## src/hdl/fwpvd_pkg.sv

```systemverilog
// Shared types and constants of the four-wheel PI velocity drive.
package fwpvd_pkg;

  localparam int WORD_W        = 32;
  localparam int WHEEL_COUNT   = 4;
  localparam int GAIN_W        = 16;
  localparam int PULSE_W       = 11;
  localparam int COMMAND_LIMIT = 120;
  localparam int PULSE_NEUTRAL = 1500;
  localparam int PULSE_SPAN    = 500;
  localparam int PULSE_MIN     = 1000;
  localparam int PULSE_MAX     = 2000;

  localparam logic [GAIN_W-1:0] KP_RESET = 16'd5120;
  localparam logic [GAIN_W-1:0] KI_RESET = 16'd0;

  // gain times error: 17-bit signed gain by 32-bit signed value
  localparam int PROD_W = GAIN_W + 1 + WORD_W;
  localparam int QUO_W  = PROD_W - 8;
  localparam int SUM_W  = QUO_W + 2;

  // clamped command magnitude and pulse offset
  localparam int CMD_W   = $clog2(COMMAND_LIMIT + 1);
  localparam int X_W     = $clog2(COMMAND_LIMIT * PULSE_SPAN + 1);
  localparam int OFF_W   = $clog2(PULSE_SPAN + 1);
  localparam int RECIP_W = 33;
  localparam logic [RECIP_W-1:0] RECIP = RECIP_W'((64'd1 << 32) / COMMAND_LIMIT);

  localparam int IN_DATA_W  = 6 * WORD_W;
  localparam int OUT_DATA_W = ((WHEEL_COUNT * PULSE_W + 2 * WORD_W + 7) / 8) * 8;

  localparam int CFG_ADDR_W = 3;
  localparam logic REG_KP = 1'b0;
  localparam logic REG_KI = 1'b1;

  typedef struct packed {
    logic en;       // whole pipeline advances
    logic tick1;    // control tick in the input stage
    logic report1;  // report request in the input stage
    logic tick4;    // control tick in the last stage
  } fwpvd_ctl_t;

endpackage

```

## src/hdl/fwpvd_wheel.sv

```systemverilog
// One wheel lane: error, integrator, PI products, clamp and pulse mapping.
module fwpvd_wheel (
  input  logic                               clk,
  input  logic                               rst_n,
  input  fwpvd_pkg::fwpvd_ctl_t              ctl,
  input  logic [fwpvd_pkg::GAIN_W-1:0]       kp,
  input  logic [fwpvd_pkg::GAIN_W-1:0]       ki,
  input  logic [fwpvd_pkg::WORD_W-1:0]       target,
  input  logic [fwpvd_pkg::WORD_W-1:0]       position,
  output logic [fwpvd_pkg::PULSE_W-1:0]      pulse
);
  import fwpvd_pkg::*;

  localparam logic signed [SUM_W-1:0] LIM_POS = SUM_W'(COMMAND_LIMIT);
  localparam logic signed [SUM_W-1:0] LIM_NEG = -SUM_W'(COMMAND_LIMIT);

  logic [WORD_W-1:0] base_r, integ_r;
  logic [WORD_W-1:0] delta, err, integ_nxt;

  logic [WORD_W-1:0] err2_r, integ2_r, tgt2_r;
  logic signed [PROD_W-1:0] pk3_r, pi3_r;
  logic [WORD_W-1:0] tgt3_r;
  logic neg4_r;
  logic [CMD_W-1:0] mag4_r;
  logic [PULSE_W-1:0] last_pulse_r;

  logic signed [PROD_W-1:0] pk_adj, pi_adj;
  logic signed [QUO_W-1:0]  qk, qi;
  logic signed [SUM_W-1:0]  cmd, cmd_abs;
  logic neg_nxt;
  logic [CMD_W-1:0] mag_nxt;

  logic [X_W-1:0]           x;
  logic [X_W+RECIP_W-1:0]   xr;
  logic [X_W-1:0]           q0;
  logic [X_W+CMD_W-1:0]     q0l;
  logic [X_W-1:0]           rem;
  logic [X_W-1:0]           quo;
  logic [OFF_W-1:0]         off;
  logic [PULSE_W-1:0]       pulse_calc;

  // error and integrator
  assign delta     = position - base_r;
  assign err       = target - delta;
  assign integ_nxt = integ_r + err;

  always_ff @(posedge clk) begin
    if (!rst_n) begin
      base_r  <= '0;
      integ_r <= '0;
    end else if (ctl.en && ctl.tick1) begin
      base_r  <= position;
      integ_r <= integ_nxt;
    end
  end

  always_ff @(posedge clk) begin
    if (ctl.en) begin
      err2_r   <= err;
      integ2_r <= integ_nxt;
      tgt2_r   <= target;
      pk3_r    <= PROD_W'($signed({1'b0, kp})) * PROD_W'($signed(err2_r));
      pi3_r    <= PROD_W'($signed({1'b0, ki})) * PROD_W'($signed(integ2_r));
      tgt3_r   <= tgt2_r;
      neg4_r   <= neg_nxt;
      mag4_r   <= mag_nxt;
    end
  end

  // truncate products toward zero, sum and clamp
  assign pk_adj = pk3_r + (pk3_r[PROD_W-1] ? PROD_W'(255) : PROD_W'(0));
  assign pi_adj = pi3_r + (pi3_r[PROD_W-1] ? PROD_W'(255) : PROD_W'(0));
  assign qk     = pk_adj[PROD_W-1:8];
  assign qi     = pi_adj[PROD_W-1:8];
  assign cmd    = SUM_W'($signed(tgt3_r)) + SUM_W'(qk) + SUM_W'(qi);
  assign cmd_abs = cmd[SUM_W-1] ? -cmd : cmd;

  always_comb begin
    if (cmd > LIM_POS) begin
      neg_nxt = 1'b0;
      mag_nxt = CMD_W'(COMMAND_LIMIT);
    end else if (cmd < LIM_NEG) begin
      neg_nxt = 1'b1;
      mag_nxt = CMD_W'(COMMAND_LIMIT);
    end else begin
      neg_nxt = cmd[SUM_W-1];
      mag_nxt = cmd_abs[CMD_W-1:0];
    end
  end

  // offset = mag * span / limit by reciprocal with one correction
  assign x   = X_W'(mag4_r) * X_W'(PULSE_SPAN);
  assign xr  = (X_W+RECIP_W)'(x) * (X_W+RECIP_W)'(RECIP);
  assign q0  = xr[X_W+31:32];
  assign q0l = (X_W+CMD_W)'(q0) * (X_W+CMD_W)'(COMMAND_LIMIT);
  assign rem = x - q0l[X_W-1:0];
  assign quo = (rem >= X_W'(COMMAND_LIMIT)) ? q0 + X_W'(1) : q0;
  assign off = quo[OFF_W-1:0];
  assign pulse_calc = neg4_r ? PULSE_W'(PULSE_NEUTRAL) - PULSE_W'(off)
                             : PULSE_W'(PULSE_NEUTRAL) + PULSE_W'(off);

  always_ff @(posedge clk) begin
    if (!rst_n) begin
      last_pulse_r <= PULSE_W'(PULSE_NEUTRAL);
    end else if (ctl.en && ctl.tick4) begin
      last_pulse_r <= pulse_calc;
    end
  end

  assign pulse = ctl.tick4 ? pulse_calc : last_pulse_r;

endmodule

```

## config.mk

```make
export PLATFORM = sky130hd
export DESIGN_NAME = fwpvd_wheel
export DESIGN_NICKNAME = d
export VERILOG_FILES = /design/src/hdl/fwpvd_pkg.sv /design/src/hdl/fwpvd_wheel.sv
export SDC_FILE = /design/constraint.sdc
export NUM_CORES = 2
export LEC_CHECK = 0
export ABC_AREA = 1
export BUFFER_PORTS_ARGS = -buffer_cell sky130_fd_sc_hd__buf_2
export CAP_MARGIN = 20
export CORE_MARGIN = 5
export CORE_UTILIZATION = 60
export CTS_CLUSTER_DIAMETER = 30
export DETAILED_ROUTE_END_ITERATION = 6
export PLACE_DENSITY = 0.85
export SYNTH_ARGS = -nofsm -noshare
export SYNTH_HDL_FRONTEND = slang
export SYNTH_SLANG_ARGS = --single-unit
```

## constraint.sdc

```tcl
create_clock -name clk -period 14.3 [get_ports clk]
set_clock_uncertainty 0.2 [all_clocks]
set_input_delay 2.145 -clock clk [delete_from_list [all_inputs] [get_ports clk]]
set_output_delay 2.145 -clock clk [all_outputs]
set_load 0.005 [all_outputs]
```

==> flow_summary.ini <==
[routing]
num_vias = 51400
ant_nets = 0
drtIter0Drc = 4346
routedWlPerCell_um = 18.0
route.detailed.drc = 0
drt_first_pass_iters = 7
vias_per_cell = 5.53
finalWirelength_mm = 168

[logic_synthesis]
ys_ff_latch = 309
synth_cell_types = 53
syn_nets = 9501
ys_async_sr_fraction_pct = 0
yosys_warnings = 0
seq_area_frac_synth_pct = 13.7
ys.flop_type = edfxtp_1
syn_avg_cell_area_um2 = 7.94
synth-edff-count = 234
netlist_area_mm2 = 0.0621
syn_inst = 7812

[min_path]
worstHoldStart = tgt2_r[25]
hold_path_depth = 0
hold_class = register to register
whs_endpoint = tgt3_r[25]

[sta]
period_minus_slack_ns = 14.38
fmaxAchievable_mhz = 69.5
fin_crit_sh_pct = 101
slew_headroom_pct = 25.5
drv_slew = 0
finalSetupViolations = 1
finalWorstSetupSlack_ns = -0.0811
hold_viol = 0
tightest_slew_ns = 1.11
rsz0062_at_grt = true

[global_route]
grt_overflow_total = 0
grt_pass1_wl_mm = 269
grt_max_degree = 98
antenna_found_initial = 4
track_usage_pct = 29.9
grt_pass1_vias = 54300

[floorplanning]
rows = 118
die_w_um = 332
ios = 113
core_area_mm2 = 0.103
dieArea_mm2 = 0.110
fp.dieH_um = 332
start_util_pct = 60.2

[placement]
dp.cells = 9143
hpwl_mm = 131
gp_congestion = 0.968
io_buffers = 111

[clock_network]
tritoncts = built
htreeDepth = 2
clk_latency_ns = 0.62
root_buffer = clkbuf_16
clk_pin_slew_ns = 0.06
cts_buffers = 54
cts_max_path_buffers = 3
clock-sinks = 309

[critical_path]
crit_type = register to primary output
crit_arrival_ns = 12.04
critical_path.max_fanout = 4
cp_common_cell = nand2_2
rr_startpoint = mag4_r[2]
reg2reg_slack_ns = 2.72
startpoint_type = register
cp_slowest_cell = fa_1
crit_required_ns = 11.95
r2r_cells = 68
cp-end-kind = primary output
slowest_delay_ns = 0.54
r2r_end = last_pulse_r[8]

[cells_and_area]
final_nets = 9560
syn_to_final_growth_pct = 9.17
instances_no_fill = 9296
drive_gt1_share_pct = 7.80

[run_status]
outcome = finished, violations left
violations = negative setup slack

[job]
drv_cap = 0
## synth_stat cells (5+ instances only)
library cell,instances,area (µm²)
a211oi_1,8,60.1
a21o_1,16,120
o21ai_0,203,1020
o221ai_1,7,61.3
nor2_1,355,1330
and2_1,6,37.5
nor4_1,22,138
nand4_1,62,388
ha_1,492,6160
a21oi_1,324,1620
dfxtp_1,75,1500
xnor2_1,100,876
clkbuf_1,248,931
a31oi_1,38,238
fa_1,1095,21900
nand3_1,154,771
nand3b_1,14,105
inv_1,2206,8280
a21boi_1,5,37.5
a21boi_0,6,45.0
edfxtp_1,234,7030
or2_2,9,56.3
nor3_1,48,240
o21a_1,17,128
inv_2,13,48.8
nand2_2,7,43.8
nand2_1,1790,6720
o21bai_1,15,113
o211ai_1,7,52.6
o21ai_1,24,120
and3_1,5,31.3
xor2_1,175,1530
## layout make-up
class                           instances  area [µm²]
Multi-Input combinational cell       5033       45600
Fill cell                            8079       35300
Sequential cell                       309        8530
Inverter                             2219        8330
Tap cell                             1380        1730
Timing Repair Buffer                  254        1710
Clock buffer                           55        1360
Clock inverter                         45         534
Antenna cell                            1        2.50
## how the worst max path moves through the flow
stage / from / end / slack (ns) / depth (start not counted)
after global routing: mag4_r[2] / pulse[8] / -0.62 / 71
after CTS: mag4_r[5] / pulse[8] / 0.0008 / 68
after global placement: mag4_r[0] / pulse[8] / 0.14 / 69
after floorplan: mag4_r[0] / pulse[8] / 0.61 / 66
after detailed placement: mag4_r[0] / pulse[8] / -0.06 / 69
final: mag4_r[2] / pulse[8] / -0.08 / 69
## cell families after synthesis
group           count (synthesis)  share of synthesized area, %
simple gates                 2485                          16.1
fa+ha+maj                    1587                          45.2
buf+inv                      2470                          14.9
xor+xnor                      276                          3.91
compound gates                685                          6.03
flops                         309                          13.7
## repair_timing
item                       CTS  global route
pin swaps                   50           119
setup buffers               12            39
hold buffers                 0             0
setup endpoints to repair   11            11
gates resized for setup     77           215
## layout by cell type (no fill, tap or decap), types with 54 or more instances in the layout
| master | count |
|---|---|
| dfxtp_1 | 75 |
| nor2_1 | 337 |
| buf_4 | 129 |
| o21ai_0 | 199 |
| clkbuf_16 | 54 |
| nand3_1 | 136 |
| nand4_1 | 62 |
| xor2_1 | 173 |
| a21oi_1 | 300 |
| xnor2_1 | 90 |
| inv_1 | 2181 |
| nand2_2 | 56 |
| fa_1 | 1092 |
| ha_1 | 451 |
| buf_2 | 110 |
| edfxtp_1 | 234 |
| nand2_1 | 1722 |
## per-stage QoR
stage	worst slack, ns	utilization (%)	area, µm²	hold slack (ns)	setup TNS, ns
finish	-0.0811	65.7	67700	0.209	-0.0811
global placement	0.142	62.2	64100	0.201	0
detailed placement	-0.0602	62.2	64100	0.205	-0.0602
global route	-0.623	65.7	67700	0.222	-4.19
CTS	0.000838	64.5	66500	0.219	0
floorplan	0.609	-	62100	0.200	0
## sequential cells by signal (all words and copies together) (netlist names)
name,cells
base_r,32
err2_r,32
integ2_r,32
integ_r,32
last_pulse_r,11
mag4_r,7
neg4_r,1
pi3_r,49
pk3_r,49
tgt2_r,32
tgt3_r,32
## routing by layer
layer  share of wire (%)  wire, µm  up-vias  track usage [%]
met1                  37     62400    25000             38.2
li1                    -         -    23200                -
met4                 5.5      9290        4             13.3
met5               0.011        19        -                0
met2                  48     81200     2559             50.8
met3                 8.8     14800      655             4.45
## worst max-delay path: cells and delay by family, from the launching register on
family	cells	cell delay, ns
AO/OA/AOI/OAI	5	0.82
adder cells (fa/ha/maj)	16	5.72
AND/OR/NAND/NOR	34	3.21
buffers and inverters	12	0.93
flip-flops	1	0.39
XOR/XNOR	2	0.36
Power is not shown: default switching activity piles up to over one toggle a cycle in this logic, so the estimate is an artifact.
