**src/hdl/fwpvd_pkg.sv**
```systemverilog
// Shared types and constants of the four-wheel PI velocity drive.
package fwpvd_pkg;

  localparam int WORD_W        = 32;
  localparam int WHEEL_COUNT   = 4;
  localparam int GAIN_W        = 16;
  localparam int PULSE_W       = 11;
  localparam int COMMAND_LIMIT = 120;
  localparam int PULSE_NEUTRAL = 1500;
  localparam int PULSE_SPAN    = 500;
  localparam int PULSE_MIN     = 1000;
  localparam int PULSE_MAX     = 2000;

  localparam logic [GAIN_W-1:0] KP_RESET = 16'd5120;
  localparam logic [GAIN_W-1:0] KI_RESET = 16'd0;

  // gain times error: 17-bit signed gain by 32-bit signed value
  localparam int PROD_W = GAIN_W + 1 + WORD_W;
  localparam int QUO_W  = PROD_W - 8;
  localparam int SUM_W  = QUO_W + 2;

  // clamped command magnitude and pulse offset
  localparam int CMD_W   = $clog2(COMMAND_LIMIT + 1);
  localparam int X_W     = $clog2(COMMAND_LIMIT * PULSE_SPAN + 1);
  localparam int OFF_W   = $clog2(PULSE_SPAN + 1);
  localparam int RECIP_W = 33;
  localparam logic [RECIP_W-1:0] RECIP = RECIP_W'((64'd1 << 32) / COMMAND_LIMIT);

  localparam int IN_DATA_W  = 6 * WORD_W;
  localparam int OUT_DATA_W = ((WHEEL_COUNT * PULSE_W + 2 * WORD_W + 7) / 8) * 8;

  localparam int CFG_ADDR_W = 3;
  localparam logic REG_KP = 1'b0;
  localparam logic REG_KI = 1'b1;

  typedef struct packed {
    logic en;       // whole pipeline advances
    logic tick1;    // control tick in the input stage
    logic report1;  // report request in the input stage
    logic tick4;    // control tick in the last stage
  } fwpvd_ctl_t;

endpackage

```
**src/hdl/fwpvd_report.sv**
```systemverilog
// Report baselines and side-averaged count changes.
module fwpvd_report (
  input  logic                                              clk,
  input  logic                                              rst_n,
  input  fwpvd_pkg::fwpvd_ctl_t                             ctl,
  input  logic [fwpvd_pkg::WHEEL_COUNT-1:0][fwpvd_pkg::WORD_W-1:0] position,
  output logic [fwpvd_pkg::WORD_W-1:0]                      delta_left,
  output logic [fwpvd_pkg::WORD_W-1:0]                      delta_right
);
  import fwpvd_pkg::*;

  logic [WHEEL_COUNT-1:0][WORD_W-1:0] base_r;
  logic [WHEEL_COUNT-1:0][WORD_W-1:0] d;
  logic signed [WORD_W:0] sum_l, sum_r, half_l, half_r;
  logic [WORD_W-1:0] dl, dr;
  logic [WORD_W-1:0] dl2_r, dr2_r, dl3_r, dr3_r, dl4_r, dr4_r;

  always_comb begin
    for (int i = 0; i < WHEEL_COUNT; i++) begin
      d[i] = position[i] - base_r[i];
    end
  end

  assign sum_l  = (WORD_W+1)'($signed(d[0])) + (WORD_W+1)'($signed(d[1]));
  assign sum_r  = (WORD_W+1)'($signed(d[2])) + (WORD_W+1)'($signed(d[3]));
  assign half_l = (sum_l + (WORD_W+1)'(sum_l[WORD_W])) >>> 1;
  assign half_r = (sum_r + (WORD_W+1)'(sum_r[WORD_W])) >>> 1;
  assign dl     = ctl.report1 ? half_l[WORD_W-1:0] : '0;
  assign dr     = ctl.report1 ? half_r[WORD_W-1:0] : '0;

  always_ff @(posedge clk) begin
    if (!rst_n) begin
      base_r <= '0;
    end else if (ctl.en && ctl.report1) begin
      base_r <= position;
    end
  end

  // carry the averages alongside the wheel lanes
  always_ff @(posedge clk) begin
    if (ctl.en) begin
      dl2_r <= dl;
      dr2_r <= dr;
      dl3_r <= dl2_r;
      dr3_r <= dr2_r;
      dl4_r <= dl3_r;
      dr4_r <= dr3_r;
    end
  end

  assign delta_left  = dl4_r;
  assign delta_right = dr4_r;

endmodule

```
**config.mk**
```make
export PLATFORM = sky130hd
export DESIGN_NAME = fwpvd_report
export DESIGN_NICKNAME = d
export VERILOG_FILES = /design/src/hdl/fwpvd_pkg.sv /design/src/hdl/fwpvd_report.sv
export SDC_FILE = /design/constraint.sdc
export NUM_CORES = 1
export LEC_CHECK = 0
export BUFFER_PORTS_ARGS = -buffer_cell sky130_fd_sc_hd__buf_4
export CORE_MARGIN = 2
export CORE_UTILIZATION = 40
export CTS_BUF_LIST = sky130_fd_sc_hd__clkbuf_4
export DETAILED_ROUTE_END_ITERATION = 10
export PLACE_DENSITY_LB_ADDON = 0.2
export SETUP_SLACK_MARGIN = 0.15
export SLEW_MARGIN = 10
export SYNTH_ARGS = -nofsm -noshare
export SYNTH_HDL_FRONTEND = slang
export SYNTH_SLANG_ARGS = --single-unit
```
**constraint.sdc**
```tcl
create_clock -name clk -period 14.99 [get_ports clk]
set_clock_uncertainty 0.15 [all_clocks]
set_input_delay 1.499 -clock clk [delete_from_list [all_inputs] [get_ports clk]]
set_output_delay 1.499 -clock clk [all_outputs]
set_load 0.02 [all_outputs]
```
==> results_dict.tcl, run 1 <==
set metrics [dict create \
    status "completed" \
    rows 87 \
    hold_path_depth 0 \
    rrSetupSlack_ps 7250 \
    area_delta_synth_final_pct 14.7 \
    critPathRequiredTime_ps 15490 \
    synth_edf_count 192 \
    yosys.area_share.adder 0.112 \
    critical-path-top-delay-family "compound AO/OA/AOI/OAI gates" \
    setup-tns-final_ps 0 \
    r2r-start "base_r[36]" \
    routed_wl_mm 57.9 \
    netlist.top_cell.by_area "edfxtp_1" \
    rsz0062_at_grt "no" \
    cts_tree "done" \
    cts_resized 0 \
    first_iter_violations 974 \
    dp_hpwl_mm 45.0 \
    firstDrtPassIters 5 \
    yosys.area_share.xor_xnor 0.0758 \
    ys_types 95 \
    synthMuxAreaShare 0.00283 \
    chipWidth_um 241 \
    netlist_area_um2 22500 \
    synth_top_cell_area_share 0.256 \
    cts_made_buffers 90 \
    grt_pass1_vias 17600 \
    ant_nets 0 \
    r2r_cells 25 \
    yosysWarnings 0 \
    cp_slowest_cell "o311ai_0" \
    crit_path_end_kind "flip-flop" \
    dp_slack_ps 5910 \
    async_flop_share 0 \
    timing.critical_path.buf_inv 1 \
    drive_above_1_share 0.139 \
    grt_pass1_wl_mm 91.1 \
    core_um2 56100 \
    wl_per_cell_um 16.2 \
    fillCellCount 5525 \
    instances_no_fill 3574 \
    cts_sinks 320 \
    cts.clk_slew.worst_paths_ps 70 \
    viasPerCell 5.24 \
    p_total_mw 3.52 \
    final_nets 3081 \
    min_to "dr3_r[3]" \
    cp.arrival_ps 8730 \
    final.period_utilization 0.549 \
    finalHoldViolCount 0 \
    cap_violations 0 \
    cts_hold_buf 0 \
    htreeDepth 3 \
    clockBufferDepth 3 \
    period_minus_slack_ps 8230 \
    slowest_delay_ps 690 \
    grt_start_max_net_pins 83 \
    io_buffers 195 \
    min-delay-start "dr2_r[3]" \
    antenna_found_initial 2 \
    hold_slack_ps 224 \
    synth_top_family_by_area "compound AO/OA/AOI/OAI gates" \
    path_class "input pin to flip-flop" \
    tightest_slew_ps 867 \
    worstSkewPairLatency_ps 810 \
    via_count 18700 \
    cts_setup_buffers 0 \
    relSlewSlack 0.414 \
    place_congestion 0.859 \
    syn_area_per_cell_um2 8.93 \
    hold_path_class "flip-flop to flip-flop" \
    powerDensity_nw_per_um2 136 \
    initial_core_util 0.402 \
    drcViolationCount 0 \
    synth_nets 2857 \
    yosysSeqAreaShare 0.369 \
    placed_cells 3413 \
    p_leak_nw 10.3 \
    timing.rr.end "dl2_r[31]" \
    peakVddDrop_v 0.0000544 \
    synth.area.top_cells "edfxtp_1, dfxtp_1, ha_1, nand2_1, xnor2_1" \
    root_buffer "clkbuf_4" \
    grtUsageTotal 0.197 \
    critPathLaunchType "input pin" \
    synth_compound_area_frac 0.214 \
    ioPinCount 198 \
    max_clock_freq_ghz 0.122 \
    gr-total-overflow 0 \
    die_area_um2 58300 \
    maxSlewViolCount 0 \
    synthCells 2525 \
    yosys_register_bits 320 \
    die_height_um 241 \
    fin_ws_ps 6760 \
    crit_fanout 7 \
    setup_viol 0 \
    synth-simple-area-share 0.180 \
    synthFlopType "edfxtp_1" \
]
flip-flops by register name, indices dropped and copies added (netlist names):
name,flops
dl3_r,32
dr3_r,32
dr2_r,32
base_r,128
delta_right,32
delta_left,32
dl2_r,32
worst reg2reg max path, stage by stage, from the launching register on:
cell and delay [ps]:
dfxtp_1 330, inv_1 40, ha_1 350, a21o_1 220, a2111oi_0 570, a21oi_1 240
o311ai_0 690, a21oi_1 270, o31ai_1 340, nand2b_1 150, xor2_1 230, ha_1 360
and2_1 270, nand2b_1 110, o311ai_0 200, a221o_1 370, o21ai_0 400, o31a_1 250
and2_1 170, ha_1 130, and3_1 180, nand3_1 140, nor3_1 690, nand3_1 190
or4_1 430, a21oi_1 150
report_power, final:
part	switching, mW	leakage, nW	internal (mW)	total [mW]
Clock	0.375	0.694	0.439	0.815
Combinational	0.975	6.59	0.611	1.59
Sequential	0.0319	2.97	1.08	1.12
Total	1.38	10.3	2.14	3.52
final cells by class:
cell class | count | area, um2 | area share
diodes | 2 | 5.00 | 0.000194
well taps | 756 | 946 | 0.0366
repair buffers | 202 | 1520 | 0.0589
flip-flops and latches | 320 | 8330 | 0.322
clock inverters | 27 | 181 | 0.00702
inverters | 181 | 679 | 0.0263
multi-input cells | 1954 | 13200 | 0.511
clock buffers | 132 | 991 | 0.0383
Yosys cell counts (16+ instances only):
| library cell | instances |
|---|---|
| xor2_1 | 76 |
| ha_1 | 192 |
| o21a_1 | 26 |
| dfxtp_1 | 128 |
| a21oi_1 | 176 |
| o21ai_0 | 93 |
| edfxtp_1 | 192 |
| nand2b_1 | 21 |
| nor2_1 | 140 |
| or3_1 | 23 |
| inv_1 | 181 |
| o21bai_1 | 25 |
| nand4_1 | 31 |
| nor3b_1 | 16 |
| a211oi_1 | 23 |
| and3_1 | 33 |
| nor2b_1 | 37 |
| xnor2_1 | 119 |
| and2_1 | 30 |
| nand2_1 | 362 |
| a21boi_0 | 133 |
| nor3_1 | 45 |
| a21o_1 | 94 |
| clkbuf_1 | 58 |
| a31oi_1 | 16 |
| nand3_1 | 49 |
per-stage QoR:
step                cell area (um2)  utilization
CTS                           25900        0.461
global placement              24700        0.440
finish                        25900        0.461
floorplan                     22500            -
global route                  25900        0.461
detailed placement            24700        0.440
worst max-delay path by stage:
stage	start	endpoint	depth (start not counted)
floorplan	position[64]	dr2_r[31]	27
global placement	position[36]	dl2_r[31]	25
detailed placement	position[36]	dl2_r[31]	25
CTS	position[36]	dl2_r[31]	25
global route	position[36]	dl2_r[31]	25
finish	position[36]	dl2_r[31]	25
kinds of logic (layout without fill, tap and decap cells):
group	count (synthesis)	count (layout)
AO/OA/AOI/OAI	708	708
XOR/XNOR	195	195
adder cells (fa/ha/maj)	198	198
buffers and inverters	251	542
flip-flops	320	320
multiplexers	6	6
other	0	2
AND/OR/NAND/NOR	847	847
metal layers:
metal  vias up  GRT usage  part of all wire
li1       9564          -                 -
met1      8652      0.297              0.52
met2       444      0.283              0.41
met3        63     0.0334             0.053
met4         2     0.0615             0.019
met5         -          0           0.00022
layout by cell type (no fill, tap or decap), drive strengths merged, types with 17 or more instances in the layout:
master / count
a211oi: 24
nor3: 45
edfxtp: 192
inv: 184
ha: 192
buf: 201
nand4: 31
a21oi: 176
nand3: 49
clkinv: 21
nor3b: 17
clkbuf: 133
a21boi: 133
xnor2: 119
or3: 24
and2: 31
nand2: 363
xor2: 76
nand2b: 21
a21o: 95
nor2: 140
o21a: 26
nor2b: 37
and3: 34
dfxtp: 128
o21bai: 25
o21ai: 96
Power figures use the tool's default switching activity.
==> run 2, diff against run 1 <==
==> constraint.sdc (replaced) <==
create_clock -name clk -period 7.5 [get_ports clk]
set_clock_uncertainty 0.15 [all_clocks]
set_input_delay 0.75 -clock clk [delete_from_list [all_inputs] [get_ports clk]]
set_output_delay 0.75 -clock clk [all_outputs]
set_load 0.02 [all_outputs]
==> results_dict.tcl, run 2 (same netlist as run 1, synthesis figures left out) <==
set metrics [dict create \
    grt_start_max_net_pins 88 \
    cp_common_cell "inv_1" \
    final_nets 3175 \
    largest_reg_flops 128 \
    firstDrtPassIters 5 \
    maxSlewViolCount 0 \
    cts_made_buffers 89 \
    powerDensity_nw_per_um2 265 \
    cts.clk_slew.worst_paths_ps 60 \
    critPathLaunchType "input pin" \
    worstSkewPairLatency_ps 810 \
    peakVddDrop_v 0.000102 \
    crit_fanout 7 \
    setup_viol 0 \
    status "completed" \
    p_leak_nw 10.6 \
    ioPinCount 198 \
    cts_setup_buffers 0 \
    dp_hpwl_mm 45.6 \
    htreeDepth 3 \
    hold_path_class "input pin to flip-flop" \
    routed_wl_mm 59.2 \
    tightest_slew_ps 982 \
    max_clock_freq_ghz 0.142 \
    cp.arrival_ps 7540 \
    clockBufferDepth 3 \
    setup-tns-final_ps 0 \
    root_buffer "clkbuf_4" \
    multi_input_area_um2 13200 \
    grt_pass1_vias 18100 \
    top_register "base_r" \
    period_minus_slack_ps 7050 \
    place_area_um2 24900 \
    core_um2 56100 \
    cts_tree "done" \
    path_class "input pin to flip-flop" \
    die_height_um 241 \
    finalHoldViolCount 0 \
    initial_core_util 0.402 \
    antenna_found_initial 3 \
    slowest_delay_ps 580 \
    rsz0062_at_grt "yes" \
    hold_slack_ps 89.3 \
    viasPerCell 5.22 \
    drcViolationCount 0 \
    most-common-layout-cells "nand2_1, buf_4, ha_1, edfxtp_1, inv_1" \
    chipWidth_um 241 \
    via_count 19100 \
    grt_pass1_wl_mm 93.2 \
    die_area_um2 58300 \
    crit_path_end_kind "flip-flop" \
    cap_violations 0 \
    grtUsageTotal 0.201 \
    cp_slowest_cell "dlygate4sd3_1" \
    final_common_cell "nand2_1" \
    gr-total-overflow 0 \
    place_congestion 0.899 \
    cts_sinks 320 \
    final_core_util 0.476 \
    ant_nets 0 \
    regArea_um2 8330 \
    rows 87 \
    first_iter_violations 1202 \
    final.period_utilization 0.940 \
    fillCellCount 5436 \
    io_buffers 195 \
    area_delta_synth_final_pct 18.5 \
    fin_area_um2 26700 \
    relSlewSlack 0.345 \
    critPathRequiredTime_ps 7990 \
    wl_per_cell_um 16.1 \
    drive_above_1_share 0.142 \
]
[run 2: cell count changes in the layout (fill, tap and decap cells not counted), sizes merged]
cell         before  now
dlygate4sd3       0   69
clkinv           21   27
buf             201  227
clkinvlp          1    3
inv             184  183
clkbuf          133  123
[run 2: what timing repair did]
| action | 4_1_cts | 5_1_grt |
|---|---|---|
| gates resized for setup | 0 | 7 |
| endpoints found under the hold margin | 69 | 0 |
| hold buffers | 69 | 0 |
| endpoints found under the setup margin | 0 | 14 |
[run 2: area by class of cell]
class,count,share of cell area
repair buffers,297,0.0902
clock buffers,122,0.0343
inverters,181,0.0254
multi-input cells,1954,0.495
well taps,756,0.0354
diodes,2,0.000187
flip-flops and latches,320,0.312
clock inverters,34,0.00759
[run 2: per-stage QoR]
| stage | instances | total power [mW] | worst slack, ps |
|---|---|---|---|
| global placement | 3439 | 5.41 | 318 |
| global route | 3666 | 7.61 | 90.3 |
| floorplan | 2525 | 4.57 | 808 |
| finish | 3666 | 7.08 | 451 |
| CTS | 3664 | 7.13 | 502 |
| detailed placement | 3439 | 5.47 | 221 |
[run 2: critical path, delay by kind of cell]
family          cells  cell delay [ps]
compound gates     11             2210
mux                 1              270
simple gates        7             1720
fa+ha+maj           4             1130
buf+inv             8             1450
[run 2: power breakdown]
group          internal, mW  leakage, nW  total [mW]  switching [mW]
logic                  1.29         7.01        3.28            1.99
registers              2.17         2.97        2.23          0.0638
clock network         0.824        0.653        1.57           0.744
total                  4.28         10.6        7.08            2.80
[run 2: worst paths after layout]
check	from	end	slack, ps	depth (start not counted)
setup reg to reg	base_r[64]	dr2_r[31]	830	28
setup / recovery	position[64]	dr2_r[31]	450	31
hold / removal	position[23]	base_r[23]	90	3
hold reg to reg	dr2_r[15]	dr3_r[15]	250	0
[run 2: layer usage]
layer	up-vias	share of wire	global-route usage
met5	-	0.00039	0
met4	4	0.024	0.0700
met3	88	0.052	0.0328
met2	461	0.41	0.293
met1	8841	0.51	0.299
li1	9738	-	-
==> run 3, diff against run 2 <==
--- a/config.mk
+++ b/config.mk
@@ -8,7 +8,7 @@
 export BUFFER_PORTS_ARGS = -buffer_cell sky130_fd_sc_hd__buf_4
 export CORE_MARGIN = 2
 export CORE_UTILIZATION = 40
-export CTS_BUF_LIST = sky130_fd_sc_hd__clkbuf_4
+export CTS_BUF_LIST = sky130_fd_sc_hd__clkbuf_8
 export DETAILED_ROUTE_END_ITERATION = 10
 export PLACE_DENSITY_LB_ADDON = 0.2
 export SETUP_SLACK_MARGIN = 0.15
==> results_dict.tcl, run 3 (same netlist as run 1, synthesis figures left out) <==
set metrics [dict create \
    status "completed" \
    rows 87 \
    place_area_um2 24900 \
    most-common-layout-cells "nand2_1, buf_4, inv_1, ha_1, edfxtp_1" \
    root_buffer "clkbuf_8" \
    finalHoldViolCount 0 \
    setup_viol 0 \
    drive_above_1_share 0.125 \
    chipWidth_um 241 \
    timing.critical_path.buf_inv 4 \
    place_congestion 0.899 \
    clockBufferDepth 3 \
    cts_tree "done" \
    cap_violations 0 \
    cts_sinks 320 \
    area_delta_synth_final_pct 15.3 \
    die_height_um 241 \
    antenna_found_initial 3 \
    top_register "base_r" \
    fin_area_um2 26000 \
    cts_made_buffers 58 \
    grt_pass1_wl_mm 92.3 \
    largest_reg_flops 128 \
    cts_setup_buffers 0 \
    critPathRequiredTime_ps 7820 \
    final_nets 3075 \
    final.period_utilization 0.911 \
    core_um2 56100 \
    relSlewSlack 0.345 \
    hold_slack_ps 178 \
    r2r_cells 28 \
    cp.depth 28 \
    rsz0062_at_grt "no" \
    cts_resized 0 \
    wl_per_cell_um 16.6 \
    via_count 18700 \
    gr-total-overflow 0 \
    worstSkewPairLatency_ps 690 \
    io_buffers 195 \
    cp_slowest_cell "fa_1" \
    grt_start_max_net_pins 88 \
    p_leak_nw 10.3 \
    hold_path_class "input pin to flip-flop" \
    critical-path-top-delay-family "compound AO/OA/AOI/OAI gates" \
    first_iter_violations 1148 \
    path_class "flip-flop to flip-flop" \
    grt_pass1_vias 17500 \
    tightest_slew_ps 982 \
    dp_hpwl_mm 45.6 \
    slowest_delay_ps 410 \
    fin_ws_ps 668 \
    cp.arrival_ps 7150 \
    routed_wl_mm 58.9 \
    final_common_cell "nand2_1" \
    die_area_um2 58300 \
    htreeDepth 2 \
    cts.clk_slew.worst_paths_ps 70 \
    crit_fanout 7 \
    initial_core_util 0.402 \
    max_clock_freq_ghz 0.146 \
    hold_path_depth 3 \
    cts_hold_buf 0 \
    p_total_mw 7.09 \
    critPathLaunchType "flip-flop" \
    viasPerCell 5.27 \
    ioPinCount 198 \
    fillCellCount 5493 \
    drcViolationCount 0 \
    ant_nets 0 \
    powerDensity_nw_per_um2 273 \
    crit_path_end_kind "flip-flop" \
    period_minus_slack_ps 6830 \
    setup-tns-final_ps 0 \
    maxSlewViolCount 0 \
    grtUsageTotal 0.199 \
    firstDrtPassIters 6 \
    peakVddDrop_v 0.000119 \
    dp_slack_ps 221 \
]
run 3: report_power, final:
group / internal (mW) / switching (mW)
Clock: 0.857 / 0.754
Combinational: 1.27 / 1.98
Sequential: 2.17 / 0.0642
run 3: stage by stage:
step / cells / utilization
2_1_floorplan: 2525 / -
3_3_place_gp: 3439 / 0.444
3_5_place_dp: 3439 / 0.444
4_1_cts: 3543 / 0.464
5_1_grt: 3545 / 0.464
6_report: 3546 / 0.464
run 3: path summary, 6_finish.rpt:
kind,start,endpoint,slack (ps)
setup / recovery,base_r[64],dr2_r[31],670
hold / removal,position[60],base_r[60],180
setup reg to reg,base_r[64],dr2_r[31],670
hold reg to reg,dr3_r[12],delta_right[12],260
run 3: per-layer routing:
metal / share of wire / routed length [um] / up-vias / GRT usage
met5: 0.00039 / 23 / - / 0
met4: 0.023 / 1340 / 4 / 0.0627
met3: 0.059 / 3500 / 82 / 0.0297
met2: 0.41 / 24200 / 484 / 0.290
met1: 0.51 / 29900 / 8632 / 0.301
li1: - / - / 9499 / -
run 3: worst min-delay path, delay by kind of cell:
family          cells  cell delay [ps]
compound gates      1               60
buf+inv             1              120
simple gates        1               40
run 3: final cells by class:
type / count / area, um2 / share of cell area
Multi-Input combinational cell: 1954 / 13200 / 0.508
Sequential cell: 320 / 8330 / 0.320
Timing Repair Buffer: 228 / 1720 / 0.0661
Tap cell: 756 / 946 / 0.0364
Clock buffer: 65 / 895 / 0.0344
Inverter: 181 / 679 / 0.0261
Clock inverter: 39 / 223 / 0.00857
Antenna cell: 3 / 7.51 / 0.000289
